--- src/sv/sfl_pkg.sv ---
// ----------------------------------------------------------------------------
// Symbol floor lookup package
// Field widths, request and status codes, and the types shared by the modules.
// ----------------------------------------------------------------------------
package sfl_pkg;

   localparam int REQ_TYPE_W = 2;
   localparam int NAME_W     = 32;
   localparam int INFO_W     = 8;
   localparam int SYM_TYPE_W = 4;
   localparam int ADDR_W     = 64;
   localparam int STATUS_W   = 2;
   localparam int CFG_W      = 32;

   localparam logic [REQ_TYPE_W-1:0] REQ_LOAD  = 2'd0;
   localparam logic [REQ_TYPE_W-1:0] REQ_QUERY = 2'd1;
   localparam logic [REQ_TYPE_W-1:0] REQ_CLEAR = 2'd2;

   localparam logic [STATUS_W-1:0] STAT_OK   = 2'd0;
   localparam logic [STATUS_W-1:0] STAT_FULL = 2'd1;
   localparam logic [STATUS_W-1:0] STAT_HIT  = 2'd2;
   localparam logic [STATUS_W-1:0] STAT_MISS = 2'd3;

   localparam logic [SYM_TYPE_W-1:0] SYM_TYPE_FUNC = 4'd2;

   typedef struct packed {
      logic [ADDR_W-1:0]     start;
      logic [NAME_W-1:0]     name_index;
      logic [SYM_TYPE_W-1:0] sym_type;
   } entry_type;

   typedef struct packed {
      logic clr;
      logic eval;
   } scan_ctl_type;

   typedef struct packed {
      logic              found;
      logic [NAME_W-1:0] name_index;
      logic [ADDR_W-1:0] offset;
   } scan_res_type;

endpackage

--- src/sv/sfl_cell.sv ---
// ----------------------------------------------------------------------------
// Symbol floor lookup table cell
// Holds one symbol entry; takes a loaded entry or its neighbor's on a shift.
// ----------------------------------------------------------------------------
module sfl_cell (
   input  logic               clock,
   input  logic               shift,
   input  logic               wr,
   input  sfl_pkg::entry_type load_entry,
   input  sfl_pkg::entry_type neighbor,
   output sfl_pkg::entry_type entry
);
   import sfl_pkg::*;

   entry_type entry_ff;
   entry_type entry_in;

   always_comb begin
      entry_in = entry_ff;
      if (wr) begin
         entry_in = load_entry;
      end else if (shift) begin
         entry_in = neighbor;
      end
   end

   always_ff @(posedge clock) begin
      entry_ff <= entry_in;
   end

   assign entry = entry_ff;

endmodule

--- config.mk ---
export PLATFORM = sky130hd
export DESIGN_NAME = sfl_cell
export DESIGN_NICKNAME = d
export VERILOG_FILES = /design/src/sv/sfl_pkg.sv /design/src/sv/sfl_cell.sv
export SDC_FILE = /design/constraint.sdc
export NUM_CORES = 1
export LEC_CHECK = 0
export BUFFER_PORTS_ARGS = -buffer_cell sky130_fd_sc_hd__buf_2
export CORE_AREA = 2 2 118 120
export DETAILED_ROUTE_END_ITERATION = 7
export DIE_AREA = 0 0 120 122
export PLACE_DENSITY = 0.71
export REMOVE_ABC_BUFFERS = 1
export SLEW_MARGIN = 20
export SYNTH_ARGS = -nofsm -noshare
export SYNTH_HDL_FRONTEND = slang
export SYNTH_SLANG_ARGS = --single-unit
--- constraint.sdc ---
create_clock -name clock -period 3.35 [get_ports clock]
set_input_delay 0.5025 -clock clock [delete_from_list [all_inputs] [get_ports clock]]
set_output_delay 0.5025 -clock clock [all_outputs]
set_load 0.005 [all_outputs]
==> results_dict.tcl <==
set metrics [dict create \
    crit_path_max_fanout 35 \
    num_rows 43 \
    vias 3004 \
    drt_iter0_markers 143 \
    p_sw_uw 651 \
    hpwlAfterDp_um 8210 \
    ys_ff_latch 100 \
    fmax_mhz 609 \
    core_area_um2 13500 \
    die_w_um 120 \
    avgSynthCellArea_um2 22.0 \
    yosys_warnings 0 \
    dr.pass1.iters 6 \
    syn-instance-count 212 \
    antenna_found_initial 0 \
    final_common_cell "buf_2" \
    htree_levels 3 \
    synth_fa_ha_area_share_pct 0 \
    worstPathRequired_ns 3.44 \
    rsz0062_at_grt "no" \
    path_buf_inv 2 \
    p_seq_share_pct 49.9 \
    drt_wl_total_um 10700 \
    yosysSeqAreaShare_pct 64.4 \
    n_fill_cell 1209 \
    arrival_ns 1.73 \
    worstHoldPathType "in2reg" \
    grt_start_max_net_pins 50 \
    post-route-period-util_pct 49.0 \
    yosysTopAreaCellShare_pct 64.4 \
    syn2layout_area_growth_pct 41.2 \
    worst_path_largest_cell_delay_ns 0.56 \
    power.internal_mw 2.50 \
    final_max_slew_viol_count 0 \
    yosys.area_share.simple_pct 0.134 \
    hold_start "neighbor[77]" \
    wl_per_cell_um 15.3 \
    max-cap-violations 0 \
    overflow 0 \
    cts_buffers 9 \
    antenna_left 0 \
    cts_sinks 100 \
    power.share.clock_pct 34.2 \
    powerDensity_nw_per_um2 478 \
    end_kind "flop" \
    post_cts_buffers 0 \
    fin_cells 703 \
    p_comb_share_pct 16.0 \
    die_area_um2 14600 \
    die_h_um 122 \
    diodes 0 \
    hold_viol 0 \
    hold_ws_ns 0.459 \
    layout_min_cycle_time_ns 1.64 \
    sw_frac_of_total_pct 20.7 \
    synth_compound_gate_area_share_pct 0 \
    path_class "in2reg" \
    ioPinCount 303 \
    drc_errors 0 \
    start_kind "input port" \
    timing.critical_path.from "wr" \
    clk_pin_slew_ns 0.07 \
    setup_viol 0 \
    critical-path-top-delay-family "buffers and inverters" \
    synthXorXnorAreaFrac_pct 0 \
    dp_cells 687 \
    syn_area_um2 4660 \
    p_leak_nw 3.16 \
    grt_use_total_pct 13.6 \
    ir_worst_vdd_v 0.000202 \
    synth_mux_area_share_pct 31.3 \
    ctsResizeCount 0 \
    run_status "complete, no violations" \
    gp_congestion 0.725 \
    yosysUniqueCellTypes 8 \
    grt_pass1_vias 3079 \
    floorplan.initialDensity_pct 34.5 \
    cts-root-buf "clkbuf_16" \
    largest_reg_flops 100 \
    cts_tree "yes" \
    synth_top_family_by_area "multiplexers" \
    final_cell_mix "301 x buf_2, 100 x edfxtp_1, 89 x mux2_4, 11 x mux2_2, 9 x clkbuf_16" \
    worst_slew_pin_slew_ns 0.619 \
    finalSetupTns_ns 0 \
    slew_headroom_pct 58.7 \
    ys_top_cells_by_area "edfxtp_1 64%, mux2_4 29%, buf_12 3.4%, mux2_2 2.7%, buf_8 0.32%" \
    grt_pass1_wl_um 15100 \
    viasPerCell 4.27 \
    io_buffers 302 \
    clockBufferDepth 2 \
    path_cells "buf_6 -> buf_4 -> mux2_2" \
    fin_nets 721 \
    cts_hold_buffers 0 \
    layout-drive-gt1-share_pct 80.3 \
    cp_slowest_cell "buf_4" \
    synth_top_area_cell "edfxtp_1" \
]
[cell families (layout without fill, tap and decap cells)]
family	Yosys count	in the layout
buffers and inverters	11	322
multiplexers	100	100
flip-flops	100	100
AND/OR/NAND/NOR	1	1
[final timing paths]
path	end	slack [ns]	cells after the start
max	entry[6]	1.71	3
min	entry[77]	0.46	2
[cells in the mapped netlist]
library cell and count:
buf_12 8, buf_2 1, buf_6 1, buf_8 1, edfxtp_1 100, mux2_2 11
mux2_4 89, or2_1 1
[cell type report]
cell class | instances | area, um^2 | area share [%]
Sequential cell | 100 | 3000 | 45.6
Timing Repair Buffer | 306 | 1570 | 23.9
Multi-Input combinational cell | 101 | 1470 | 22.3
Clock buffer | 11 | 233 | 3.54
Tap cell | 180 | 225 | 3.42
Clock inverter | 5 | 76.3 | 1.16
[power by group through the flow]
| stage | combinational [mW] | sequential [mW] | clock (mW) |
|---|---|---|---|
| final | 0.503 | 1.57 | 1.07 |
| after global routing | 0.543 | 1.58 | 1.16 |
| after CTS | 0.513 | 1.57 | 1.12 |
| after detailed placement | 0.511 | 1.60 | 0 |
| after global placement | 0.499 | 1.59 | 0 |
| after floorplan | 0.166 | 1.62 | 0 |
[routing by layer]
metal / wire (um) / global-route usage, % / share of wire [%] / vias up
met4: 217 / 7.43 / 2.0 / 0
met5: 0 / 0 / 0 / -
li1: - / - / - / 1443
met2: 5560 / 24.2 / 52 / 164
met3: 913 / 4.12 / 8.5 / 14
met1: 4040 / 14.5 / 38 / 1383
[stage by stage]
stage               util [%]  power [mW]  setup WS (ns)  instance area [um^2]
global route            48.7        3.28           1.66                  6580
finish                  48.7        3.15           1.71                  6580
CTS                     48.7        3.20           1.71                  6580
detailed placement      46.4        2.11           1.35                  6270
floorplan                  -        1.79          0.179                  4470
global placement        46.4        2.09           1.37                  6270
(Power assumes the default switching activity.)
