**src/sv/sfl_pkg.sv**
```systemverilog
// ----------------------------------------------------------------------------
// Symbol floor lookup package
// Field widths, request and status codes, and the types shared by the modules.
// ----------------------------------------------------------------------------
package sfl_pkg;

   localparam int REQ_TYPE_W = 2;
   localparam int NAME_W     = 32;
   localparam int INFO_W     = 8;
   localparam int SYM_TYPE_W = 4;
   localparam int ADDR_W     = 64;
   localparam int STATUS_W   = 2;
   localparam int CFG_W      = 32;

   localparam logic [REQ_TYPE_W-1:0] REQ_LOAD  = 2'd0;
   localparam logic [REQ_TYPE_W-1:0] REQ_QUERY = 2'd1;
   localparam logic [REQ_TYPE_W-1:0] REQ_CLEAR = 2'd2;

   localparam logic [STATUS_W-1:0] STAT_OK   = 2'd0;
   localparam logic [STATUS_W-1:0] STAT_FULL = 2'd1;
   localparam logic [STATUS_W-1:0] STAT_HIT  = 2'd2;
   localparam logic [STATUS_W-1:0] STAT_MISS = 2'd3;

   localparam logic [SYM_TYPE_W-1:0] SYM_TYPE_FUNC = 4'd2;

   typedef struct packed {
      logic [ADDR_W-1:0]     start;
      logic [NAME_W-1:0]     name_index;
      logic [SYM_TYPE_W-1:0] sym_type;
   } entry_type;

   typedef struct packed {
      logic clr;
      logic eval;
   } scan_ctl_type;

   typedef struct packed {
      logic              found;
      logic [NAME_W-1:0] name_index;
      logic [ADDR_W-1:0] offset;
   } scan_res_type;

endpackage

```
**src/sv/sfl_scan.sv**
```systemverilog
// ----------------------------------------------------------------------------
// Symbol floor lookup scan unit
// Judges the entry at the head of the ring and keeps the best candidate.
// ----------------------------------------------------------------------------
module sfl_scan (
   input  logic                         clock,
   input  logic                         reset,
   input  sfl_pkg::scan_ctl_type        ctl,
   input  logic [sfl_pkg::ADDR_W-1:0]   query_addr,
   input  logic [sfl_pkg::CFG_W-1:0]    str_tab_len,
   input  sfl_pkg::entry_type           head,
   output sfl_pkg::scan_res_type        res
);
   import sfl_pkg::*;

   logic [ADDR_W-1:0] addr_ff, addr_in;
   logic              found_ff, found_in;
   logic [ADDR_W-1:0] best_start_ff, best_start_in;
   logic [NAME_W-1:0] best_name_ff, best_name_in;
   logic              eligible;
   logic              better;

   assign eligible = (head.name_index != '0) && (head.name_index < str_tab_len)
                     && (head.sym_type == SYM_TYPE_FUNC);
   assign better   = !found_ff || (best_start_ff < head.start);

   always_comb begin
      addr_in       = addr_ff;
      found_in      = found_ff;
      best_start_in = best_start_ff;
      best_name_in  = best_name_ff;
      if (ctl.clr) begin
         addr_in  = query_addr;
         found_in = 1'b0;
      end else if (ctl.eval && eligible && (head.start <= addr_ff) && better) begin
         found_in      = 1'b1;
         best_start_in = head.start;
         best_name_in  = head.name_index;
      end
   end

   always_ff @(posedge clock) begin
      if (reset) begin
         found_ff <= 1'b0;
      end else begin
         found_ff <= found_in;
      end
   end

   always_ff @(posedge clock) begin
      addr_ff       <= addr_in;
      best_start_ff <= best_start_in;
      best_name_ff  <= best_name_in;
   end

   assign res.found      = found_ff;
   assign res.name_index = best_name_ff;
   assign res.offset     = addr_ff - best_start_ff;

endmodule

```
**config.mk**
```make
export PLATFORM = sky130hd
export DESIGN_NAME = sfl_scan
export DESIGN_NICKNAME = d
export VERILOG_FILES = /design/src/sv/sfl_pkg.sv /design/src/sv/sfl_scan.sv
export SDC_FILE = /design/constraint.sdc
export NUM_CORES = 1
export LEC_CHECK = 0
export BUFFER_PORTS_ARGS = -buffer_cell sky130_fd_sc_hd__buf_2
export CAP_MARGIN = 20
export CORE_MARGIN = 2
export CORE_UTILIZATION = 61
export CTS_BUF_LIST = sky130_fd_sc_hd__clkbuf_4 sky130_fd_sc_hd__clkbuf_8
export DETAILED_ROUTE_END_ITERATION = 12
export PLACE_DENSITY = 0.89
export SYNTH_ARGS = -nofsm -noshare
export SYNTH_HDL_FRONTEND = slang
export SYNTH_SLANG_ARGS = --single-unit
```
**constraint.sdc**
```tcl
create_clock -name clock -period 33.6 [get_ports clock]
set_input_delay 6.72 -clock clock [delete_from_list [all_inputs] [get_ports clock]]
set_output_delay 6.72 -clock clock [all_outputs]
set_load 0.1 [all_outputs]
```
==> run summary <==
TritonCTS Sinks: 161
P&R area growth vs syn: 17.37%
sw power: 271.1 uW
Hold/Removal Path Class: register to register
drt drc: 0
met3 GRT Util: 7.209%
post-DP HPWL: 29.41 mm
Yosys reg bits: 161
CTS Hold Bufs: 0
number of CTS-inserted buffers: 17
Buf+Inv Stages, Crit Path: 2
GR Util met2: 56.46%
total track usage: 32.60%
core box area: 20,300 um^2
Worst R2R Path Depth: 12
final WL: 35.82 mm
largest net degree at the start of global routing: 71
post-CTS setup buffers: 0
commonest non-fill, non-tap cell in the layout: buf_2
Tightest Pin Transition: 954.3 ps
Antenna Nets Post-Route: 0
Fin Clk Skew: 22.88 ps
worst reg-to-reg setup slack: 29,350 ps
synthesis warning total: 0
Sw Share: 43.94%
# fillers: 1,531
DIE AREA: 21,970 um^2
final hold violations: 0
Post-Syn Nets: 1,722
crit end category: primary output
Clock transition at path regs: 110 ps
EDFF count, synth: 160
grt met1 use: 39.26%
vias in the first global route: 11,200
vias after detailed routing: 11,060
share of layout cells above drive strength 1: 21.13%
Total Neg Setup Slack: 0 ps
H-tree levels: 4
Top FF cell, synth: edfxtp_1
area share of the leading cell type in the synthesized netlist: 37.87%
count of final setup violators: 0
crit path DAT: 4700 ps
most frequent cells in the layout: buf_2, inv_1, ha_1, edfxtp_1, a21o_1
top cells by area, synth: edfxtp_1, ha_1, inv_1
Worst-Skew Late Latency: 490 ps
PortBufs: 296
first-pass GRT wire length: 55.75 mm
status: finished, final reports clean
GP Congestion: 0.9236
Root Buffer: clkbuf_8
Netlist cell types: 60
row count: 52
Synth Cell Area: 12,690 um^2
placed cell count: 1,852
# Max-Cap Violations: 0
clk buf depth: 2
Crit path largest cell delay: 680 ps
Top Family by Delay on Critical Path: compound AO/OA/AOI/OAI gates
unrepaired setup endpoints after global routing: false
Slew Limit Fails: 0
Sequential Power Share: 37.9%
Final Cycle Share: 34.00%
Slew headroom: 36.38%
synthesized instance count: 1,300
syn avg cell area: 9.759 um^2
die height: 148.2 um
# IOs: 297
worst hold stages: 2
antenna violations before repair: 8
Die X: 148.2 um
GRT Max-Usage Layer: met2
starting density of the core: 62.50%
Initial DRC Count: 762
TritonRoute pass-1 iters: 5
setup ws final: 22,180 ps
Post-synth ARST share: 0%
Critical Path, Cell by Cell: inv_1, ha_1, fa_1, nor2b_1, o31a_1, o21ai_1, a21oi_1, o211ai_1, a2111oi_0, o211ai_1, a21oi_2, o21ai_1, a41oi_1, xor2_1, buf_2
Slowest cell on crit path: a2111oi_0
Pleak: 7.695 nW
Power, Total: 617.1 uW
CP Launch Type: register
register area: 4825 um^2
TritonCTS clock tree: built
sequential fraction of the synthesis area: 38.03%
FMAX: 0.08755 GHz
largest fanout on the critical path: 4
Place WS: 22,790 ps
P_int: 345.9 uW
CP required: 26,880 ps
final std cells w/o fill: 1,889
maximum vdd drop: 0.02667 mV
vias per inst: 5.853
PostCTS Resize Cnt: 0
fin crit period: 11,420 ps
Clk pwr share: 23.5%
wire per inst: 18.96 um
Nets: 2,023
Synth area leader: edfxtp_1
power per cell area: 41.44 nW/um^2
Util after Layout: 73.35%
Worst Path Class, Setup: register to primary output
Comb power frac: 38.6%
Multi-input gate area: 6915 um^2
critical path depth: 15
total grt overflow: 0
## final cells by class
class	count	share of cell area (%)
inverter	238	6.000
multi-input combinational	884	46.44
clock buffer	17	1.571
antenna	5	0.08403
sequential	161	32.40
timing repair buffer	299	10.10
tap	270	2.269
clock inverter	15	1.134
## per-stage QoR
stage	hold WS [ps]	cell area, um^2
CTS	538.2	14880
floorplan	452.5	12690
global placement	491.1	14480
detailed placement	522.3	14480
global route	570.8	14890
finish	544.5	14890
## flip-flops by register name, summed over array words and instances (netlist names)
signal         flops
best_name_ff      32
best_start_ff     64
addr_ff           64
found_ff           1
## worst reg2reg max path, stage by stage, from the launching register on
cell      delay, ps
edfxtp_1        460
ha_1            300
a21o_1          170
a21o_1          180
a21o_1          180
a21oi_1         160
o21ai_0         160
a211oi_1        250
o21ai_0         190
a221oi_1        490
o31ai_1         260
a311oi_4        270
buf_4           760
## power groups by stage
stage	Combinational (mW)	Sequential, mW	Clock [mW]
3_3_place_gp	0.232	0.238	0
4_1_cts	0.237	0.234	0.146
2_1_floorplan	0.180	0.237	0
6_report	0.238	0.234	0.145
3_5_place_dp	0.236	0.238	0
5_1_grt	0.253	0.234	0.153
## worst paths after layout
kind | startpoint | end
max | addr_ff[0]$_DFFE_PP_ | res[58]
min | found_ff$_SDFFE_PP0P_ | found_ff$_SDFFE_PP0P_
max reg2reg | best_start_ff[1]$_DFFE_PP_ | best_start_ff[4]$_DFFE_PP_
min reg2reg | found_ff$_SDFFE_PP0P_ | found_ff$_SDFFE_PP0P_
## synth_stat cells, types with 2 or more instances
library cell and instances:
inv_1 238, ha_1 221, edfxtp_1 160, a21o_1 106, a21oi_1 104, o21ai_0 57, nor2_1 53, nand2_1 50
nand4_1 44, xnor2_1 38, xor2_1 22, nand3_1 17, nor2b_1 17, nor3_1 15, a211oi_1 14, clkbuf_1 13
nand2b_1 13, nor4_1 13, o21a_1 10, a31oi_1 8, and3_1 8, o21bai_1 7, o31a_1 7, o211ai_1 6
o21ai_1 6, and2_1 4, or3_1 4, a221o_1 3, and4_1 3, buf_2 3, o31ai_1 3, a221oi_1 2
a311oi_1 2, nand3_2 2, o22ai_1 2
## cell families (layout without fill, tap and decap cells)
group,after synthesis,after routing,synth area share [%]
AOI/OAI and AO/OA,355,355,18.23
buffers and inverters,255,569,7.604
and+or+nand+nor,247,247,10.04
adders and majority gates,222,222,21.95
DFF,161,161,38.03
xor gates and xnor gates,60,60,4.142
other,0,5,0
## routing by layer
layer	up-vias	share of wire (%)
li1	5302	-
met3	90	8.3
met4	4	3.8
met5	-	0.050
met2	492	48
met1	5169	39
Power figures use the tool's default switching activity.
